===== src/stsp_pkg.sv =====
package stsp_pkg;

  // Field and register widths.
  localparam int SpeedW   = 26;
  localparam int ClockW   = 24;
  localparam int AccelW   = 28;
  localparam int StepsW   = 24;
  localparam int DistW    = 24;
  localparam int MultW    = 10;
  localparam int CfgIdxW  = 3;
  localparam int CfgDataW = 28;

  // Shared divider: numerator is the widest ramp product, divisor is accel << 9.
  localparam int DivNumW = 53;
  localparam int DivDenW = 37;
  localparam int DivCntW = 6;

  // Iteration counts per division kind.
  localparam logic [DivCntW-1:0] IterRamp  = 6'd53;
  localparam logic [DivCntW-1:0] IterWidth = 6'd32;

  // Register reset values.
  localparam logic [SpeedW-1:0] MinSpeedRst   = 26'd25600;
  localparam logic [ClockW-1:0] StepClockRst  = 24'd170000;
  localparam logic [SpeedW-1:0] MaxSpeedRst   = 26'd2560000;
  localparam logic [AccelW-1:0] MaxAccelRst   = 28'd2560000;
  localparam logic [StepsW-1:0] StepsPerMmRst = 24'd25600;
  // Step clock * 256 / min speed with the reset register values.
  localparam logic [StepsW-1:0] WidthRst      = 24'd1700;

  typedef enum logic [CfgIdxW-1:0] {
    CFG_MIN_SPEED    = 3'd0,
    CFG_STEP_CLOCK   = 3'd1,
    CFG_MAX_SPEED    = 3'd2,
    CFG_MAX_ACCEL    = 3'd3,
    CFG_STEPS_PER_MM = 3'd4
  } cfg_idx_e;

  typedef enum logic [1:0] {
    DIV_RAMP  = 2'd0,
    DIV_WIDTH = 2'd2
  } div_sel_e;

  // Commands from the controller to the datapath.
  typedef struct packed {
    logic     load_in;
    logic     move_mul;
    logic     move_prod;
    logic     div_start;
    div_sel_e div_sel;
    logic     ramp_load;
    logic     delta_load;
    logic     speed_upd;
    logic     width_load;
    logic     out_load;
  } dp_cmd_t;

  // Status from the datapath to the controller.
  typedef struct packed {
    logic ramp_zero;
    logic div_done;
    logic speed_change;
  } dp_stat_t;

endpackage


===== src/stsp_ctrl.sv =====
module stsp_ctrl (
  input  logic               clk_i,
  input  logic               rst_ni,
  input  logic               in_valid_i,
  output logic               in_ready_o,
  input  logic               mode_i,
  output logic               out_valid_o,
  input  logic               out_ready_i,
  input  stsp_pkg::dp_stat_t stat_i,
  output stsp_pkg::dp_cmd_t  cmd_o
);
  import stsp_pkg::*;

  localparam logic [3:0] S_IDLE       = 4'd0;
  localparam logic [3:0] S_MULT       = 4'd1;
  localparam logic [3:0] S_PROD       = 4'd2;
  localparam logic [3:0] S_RAMP_GO    = 4'd3;
  localparam logic [3:0] S_RAMP_WAIT  = 4'd4;
  localparam logic [3:0] S_DELTA_GO   = 4'd5;
  localparam logic [3:0] S_SPEED      = 4'd7;
  localparam logic [3:0] S_WIDTH_GO   = 4'd8;
  localparam logic [3:0] S_WIDTH_WAIT = 4'd9;
  localparam logic [3:0] S_DONE       = 4'd10;

  logic [3:0] state_q, state_d;
  logic       out_valid_q, out_valid_d;
  logic       accept;
  logic       out_free;

  assign accept   = in_valid_i && (state_q == S_IDLE);
  assign out_free = !out_valid_q || out_ready_i;

  // Sequencer for move and tick transactions.
  always_comb begin
    state_d = state_q;
    cmd_o   = '0;
    cmd_o.div_sel = DIV_WIDTH;
    unique case (state_q)
      S_IDLE: begin
        if (accept) begin
          cmd_o.load_in = 1'b1;
          state_d = mode_i ? S_MULT : S_DELTA_GO;
        end
      end
      S_MULT: begin
        cmd_o.move_mul = 1'b1;
        state_d = S_PROD;
      end
      S_PROD: begin
        cmd_o.move_prod = 1'b1;
        state_d = S_RAMP_GO;
      end
      S_RAMP_GO: begin
        if (stat_i.ramp_zero) begin
          cmd_o.ramp_load = 1'b1;
          state_d = S_WIDTH_GO;
        end else begin
          cmd_o.div_start = 1'b1;
          cmd_o.div_sel   = DIV_RAMP;
          state_d = S_RAMP_WAIT;
        end
      end
      S_RAMP_WAIT: begin
        cmd_o.div_sel = DIV_RAMP;
        if (stat_i.div_done) begin
          cmd_o.ramp_load = 1'b1;
          state_d = S_WIDTH_GO;
        end
      end
      S_DELTA_GO: begin
        cmd_o.delta_load = 1'b1;
        state_d = S_SPEED;
      end
      S_SPEED: begin
        if (stat_i.speed_change) begin
          cmd_o.speed_upd = 1'b1;
          state_d = S_WIDTH_GO;
        end else begin
          state_d = S_DONE;
        end
      end
      S_WIDTH_GO: begin
        cmd_o.div_start = 1'b1;
        state_d = S_WIDTH_WAIT;
      end
      S_WIDTH_WAIT: begin
        if (stat_i.div_done) begin
          cmd_o.width_load = 1'b1;
          state_d = S_DONE;
        end
      end
      S_DONE: begin
        if (out_free) begin
          cmd_o.out_load = 1'b1;
          state_d = S_IDLE;
        end
      end
      default: state_d = S_IDLE;
    endcase
  end

  // Result valid: set on load, cleared when the transaction is taken.
  always_comb begin
    out_valid_d = out_valid_q;
    if (out_valid_q && out_ready_i) begin
      out_valid_d = 1'b0;
    end
    if (cmd_o.out_load) begin
      out_valid_d = 1'b1;
    end
  end

  always_ff @(posedge clk_i or negedge rst_ni) begin
    if (!rst_ni) begin
      state_q     <= S_IDLE;
      out_valid_q <= 1'b0;
    end else begin
      state_q     <= state_d;
      out_valid_q <= out_valid_d;
    end
  end

  assign in_ready_o  = (state_q == S_IDLE);
  assign out_valid_o = out_valid_q;

endmodule


===== config.mk =====
export PLATFORM = sky130hd
export DESIGN_NAME = stsp_ctrl
export DESIGN_NICKNAME = d
export VERILOG_FILES = /design/src/stsp_pkg.sv /design/src/stsp_ctrl.sv
export SDC_FILE = /design/constraint.sdc
export NUM_CORES = 1
export LEC_CHECK = 0
export ABC_AREA = 1
export BUFFER_PORTS_ARGS = -buffer_cell sky130_fd_sc_hd__clkbuf_2
export CAP_MARGIN = 0
export CELL_PAD_IN_SITES_DETAIL_PLACEMENT = 1
export CELL_PAD_IN_SITES_GLOBAL_PLACEMENT = 1
export CORE_MARGIN = 8
export CORE_UTILIZATION = 28
export DETAILED_ROUTE_END_ITERATION = 12
export PLACE_DENSITY = 0.82
export SLEW_MARGIN = 30
export SYNTH_ARGS = -nofsm -noshare
export SYNTH_HDL_FRONTEND = slang
export SYNTH_SLANG_ARGS = --single-unit
export TNS_END_PERCENT = 50

===== constraint.sdc =====
create_clock -name clk_i -period 1.4 [get_ports clk_i]
set_clock_uncertainty 0.2 [all_clocks]
set_input_delay 0.14 -clock clk_i [delete_from_list [all_inputs] [get_ports clk_i]]
set_output_delay 0.14 -clock clk_i [all_outputs]
set_load 0.1 [all_outputs]

==> flow_summary.yaml <==
run_status:
  outcome: "complete, but fails checks"
  violations: "setup timing"
power_and_ir_drop:
  swShare: 0.593
  pwr-share-clk: 0.058
  power_leakage_nw: 0.521
  pwr_density_cell_nw_per_um2: 2810
  sequentialPowerShare: 0.113
  peakVddDrop_mv: 1.42
  pwr-share-comb: 0.829
  total_power_mw: 2.95
  p_int_mw: 1.20
  p_sw_mw: 1.75
setup_path:
  crit_buf_inv: 2
  cp_slowest_cell: "dfrtp_2"
  startpoint_type: "register"
  crit_cells: 5
  cp.required_ps: 1060
  critPathKind: "reg -> out"
  r2r_cells: 9
  cpPeakStageDelay_ps: 460
  end_kind: "primary output"
  arrival_ps: 1450
  worstPathCellList: "inv_2 > nor2_4 > nand2_4 > o21ai_4 > buf_12"
  path_delay_family: "flip-flops"
  crit_path_max_fanout: 4
synth:
  post-synth-top-count-cell: "nand2_1"
  synthCells: 77
  avgSynthCellArea_um2: 5.95
  synth_top_area_share: 0.273
  yosysTopAreaCell: "dfrtp_1"
  synth_common_cells: "19 x nand2_1, 12 x inv_1, 9 x nand3_1"
  synth_edf_count: 0
  synth_warnings: 0
  synth-seq-cells: 5
  ys_top_cells_by_area: "dfrtp_1 27%, nand2_1 16%, nand3_1 9.8%"
  synth_flop_cell: "dfrtp_1"
  ys_seq_area_frac: 0.273
  synth_area_um2: 458
  ys_types: 17
  synthArstFlopShare: 1.00
  syn_nets: 85
sta:
  fin_worst_hold_slack_ps: 67.9
  slew_violations: 0
  hold_viol_final: 0
  finalCriticalPeriod_ps: 1790
  setup_viol_count_final: 15
  fin_crit_sh: 1.28
  setup_ws_ps: -387
  rsz0062_at_grt: "true"
  fmax_mhz: 560
cells_and_area:
  nFillCells: 167
  diodes: 0
  final_nets: 121
  syn_to_final_growth_pct: 130
  final_core_util: 0.690
  drive_gt1_frac: 0.670
floorplanning:
  die_w_um: 56.4
  io-pin-count: 21
  core-area_um2: 1520
  start_util: 0.300
  die_h_um: 56.4
  num_rows: 14
  dieArea_um2: 3190
drt:
  drc: 0
  final_antenna_net_count: 0
  avgRoutedWirePerCell_um: 20.0
  post_drt_via_cell_ratio: 5.45
  firstDrtPassIters: 4
  drt-total-wl_um: 2560
  drt_iter0_markers: 36
  vias: 698
grt:
  grt_usage: 0.130
  grt_pass1_vias: 721
  grt_pass1_wl_um: 3410
  grt_max_degree: 6
  antenna_found_initial: 0
  overflow: 0
clocking:
  numCtsBuffers: 3
  root_buffer: "clkbuf_4"
  cts_tree: "built"
  clock-sinks: 5
  insertion_delay_ps: 240
  path_clk_slew_ps: 50
  clockBufferDepth: 2
  cts_max_level: 1
run:
  maxCapViolCount: 0
placed_design:
  portBuffers: 19
  gp_congestion: 0.838
  dp_slack_ps: -179
  hpwl_um: 1660
worst_hold_path:
  hold_path.class: "in -> async"
power groups by stage:
| stage | sequential [mW] | combinational [mW] | clock, mW |
|---|---|---|---|
| 6_report | 0.335 | 2.45 | 0.170 |
| 5_1_grt | 0.340 | 2.53 | 0.177 |
| 4_1_cts | 0.323 | 2.33 | 0.169 |
| 3_5_place_dp | 0.310 | 2.26 | 0 |
| 3_3_place_gp | 0.297 | 2.20 | 0 |
| 2_1_floorplan | 0.342 | 1.35 | 0 |
state kept, by name, indices dropped and copies added (netlist names):
register / count
state_q: 4
out_valid_o: 1
path summary, 6_finish.rpt:
check / start / end / slack [ps]
worst min-delay path: rst_ni / state_q[2]$_DFFE_PN0P_ / 70
worst min register to register: state_q[3]$_DFFE_PN0P_ / state_q[3]$_DFFE_PN0P_ / 400
min in group clk_i: stat_i[1] / state_q[2]$_DFFE_PN0P_ / 110
worst max-delay path: state_q[2]$_DFFE_PN0P_ / cmd_o[4] / -390
max in group asynchronous: rst_ni / state_q[1]$_DFFE_PN0P_ / 780
worst max register to register: state_q[2]$_DFFE_PN0P_ / state_q[0]$_DFFE_PN0P_ / -230
layout by cell type (no fill, tap or decap):
| master | netlist | layout |
|---|---|---|
| buf_12 | 0 | 13 |
| nand2_1 | 19 | 12 |
| buf_4 | 2 | 11 |
| nor2_4 | 0 | 9 |
| nand3_1 | 9 | 8 |
| inv_2 | 4 | 7 |
| inv_1 | 12 | 7 |
| nand2_2 | 3 | 7 |
| clkbuf_2 | 0 | 7 |
| dfrtp_2 | 0 | 5 |
| nand2_4 | 1 | 3 |
| clkbuf_4 | 0 | 3 |
| inv_4 | 0 | 2 |
| nor2_2 | 4 | 2 |
| nor3_4 | 0 | 2 |
| nand4_1 | 2 | 2 |
| dlygate4sd3_1 | 0 | 2 |
| nand3_2 | 0 | 1 |
| o21ai_4 | 0 | 1 |
| nand2_8 | 0 | 1 |
| a21oi_4 | 0 | 1 |
| nor2_1 | 8 | 1 |
| o211ai_1 | 1 | 1 |
| o21ai_0 | 2 | 1 |
| nand3b_1 | 1 | 1 |
| conb_1 | 1 | 1 |
| clkbuf_1 | 0 | 1 |
what timing repair did:
item / CTS / global route
buffers inserted: 1 / 2
endpoints found under the setup margin: 15 / 15
endpoints found under the hold margin: 6 / 0
resized for setup: 13 / 7
pin swaps: 3 / 1
hold buffers: 2 / 0
logic make-up after synthesis:
kind of cell / count (synthesis) / synth area share
simple gates: 49 / 0.505
buf+inv: 18 / 0.164
flops: 5 / 0.273
compound gates: 4 / 0.0492
other cells: 1 / 0.00819
metrics by stage:
| step | instance area (µm²) | TNS [ps] | std cells |
|---|---|---|---|
| floorplan | 572 | -2880 | 77 |
| global placement | 932 | -736 | 119 |
| detailed placement | 932 | -1850 | 119 |
| CTS | 1010 | -4030 | 126 |
| global route | 1050 | -5030 | 128 |
| finish | 1050 | -4480 | 128 |
metal layers:
metal	vias to the layer above	share of wire	global-route usage
met5	-	0	0
met4	0	0.029	0.0412
met3	10	0.064	0.0180
met2	37	0.56	0.265
met1	343	0.35	0.127
li1	308	-	-
final cells by class:
class	count	area, µm²	area share
flip-flops and latches	5	131	0.125
clock buffers	4	26.3	0.0250
inverters	16	65.1	0.0618
well taps	16	20.0	0.0190
multi-input cells	54	412	0.391
repair buffers	33	398	0.378
worst reg2reg max path: cells and delay by family (launching register included):
family	cells	cell delay (ps)
and+or+nand+nor	7	660
buffers and inverters	2	240
DFF	1	460
Note: power is estimated with default switching activity, not from simulation.
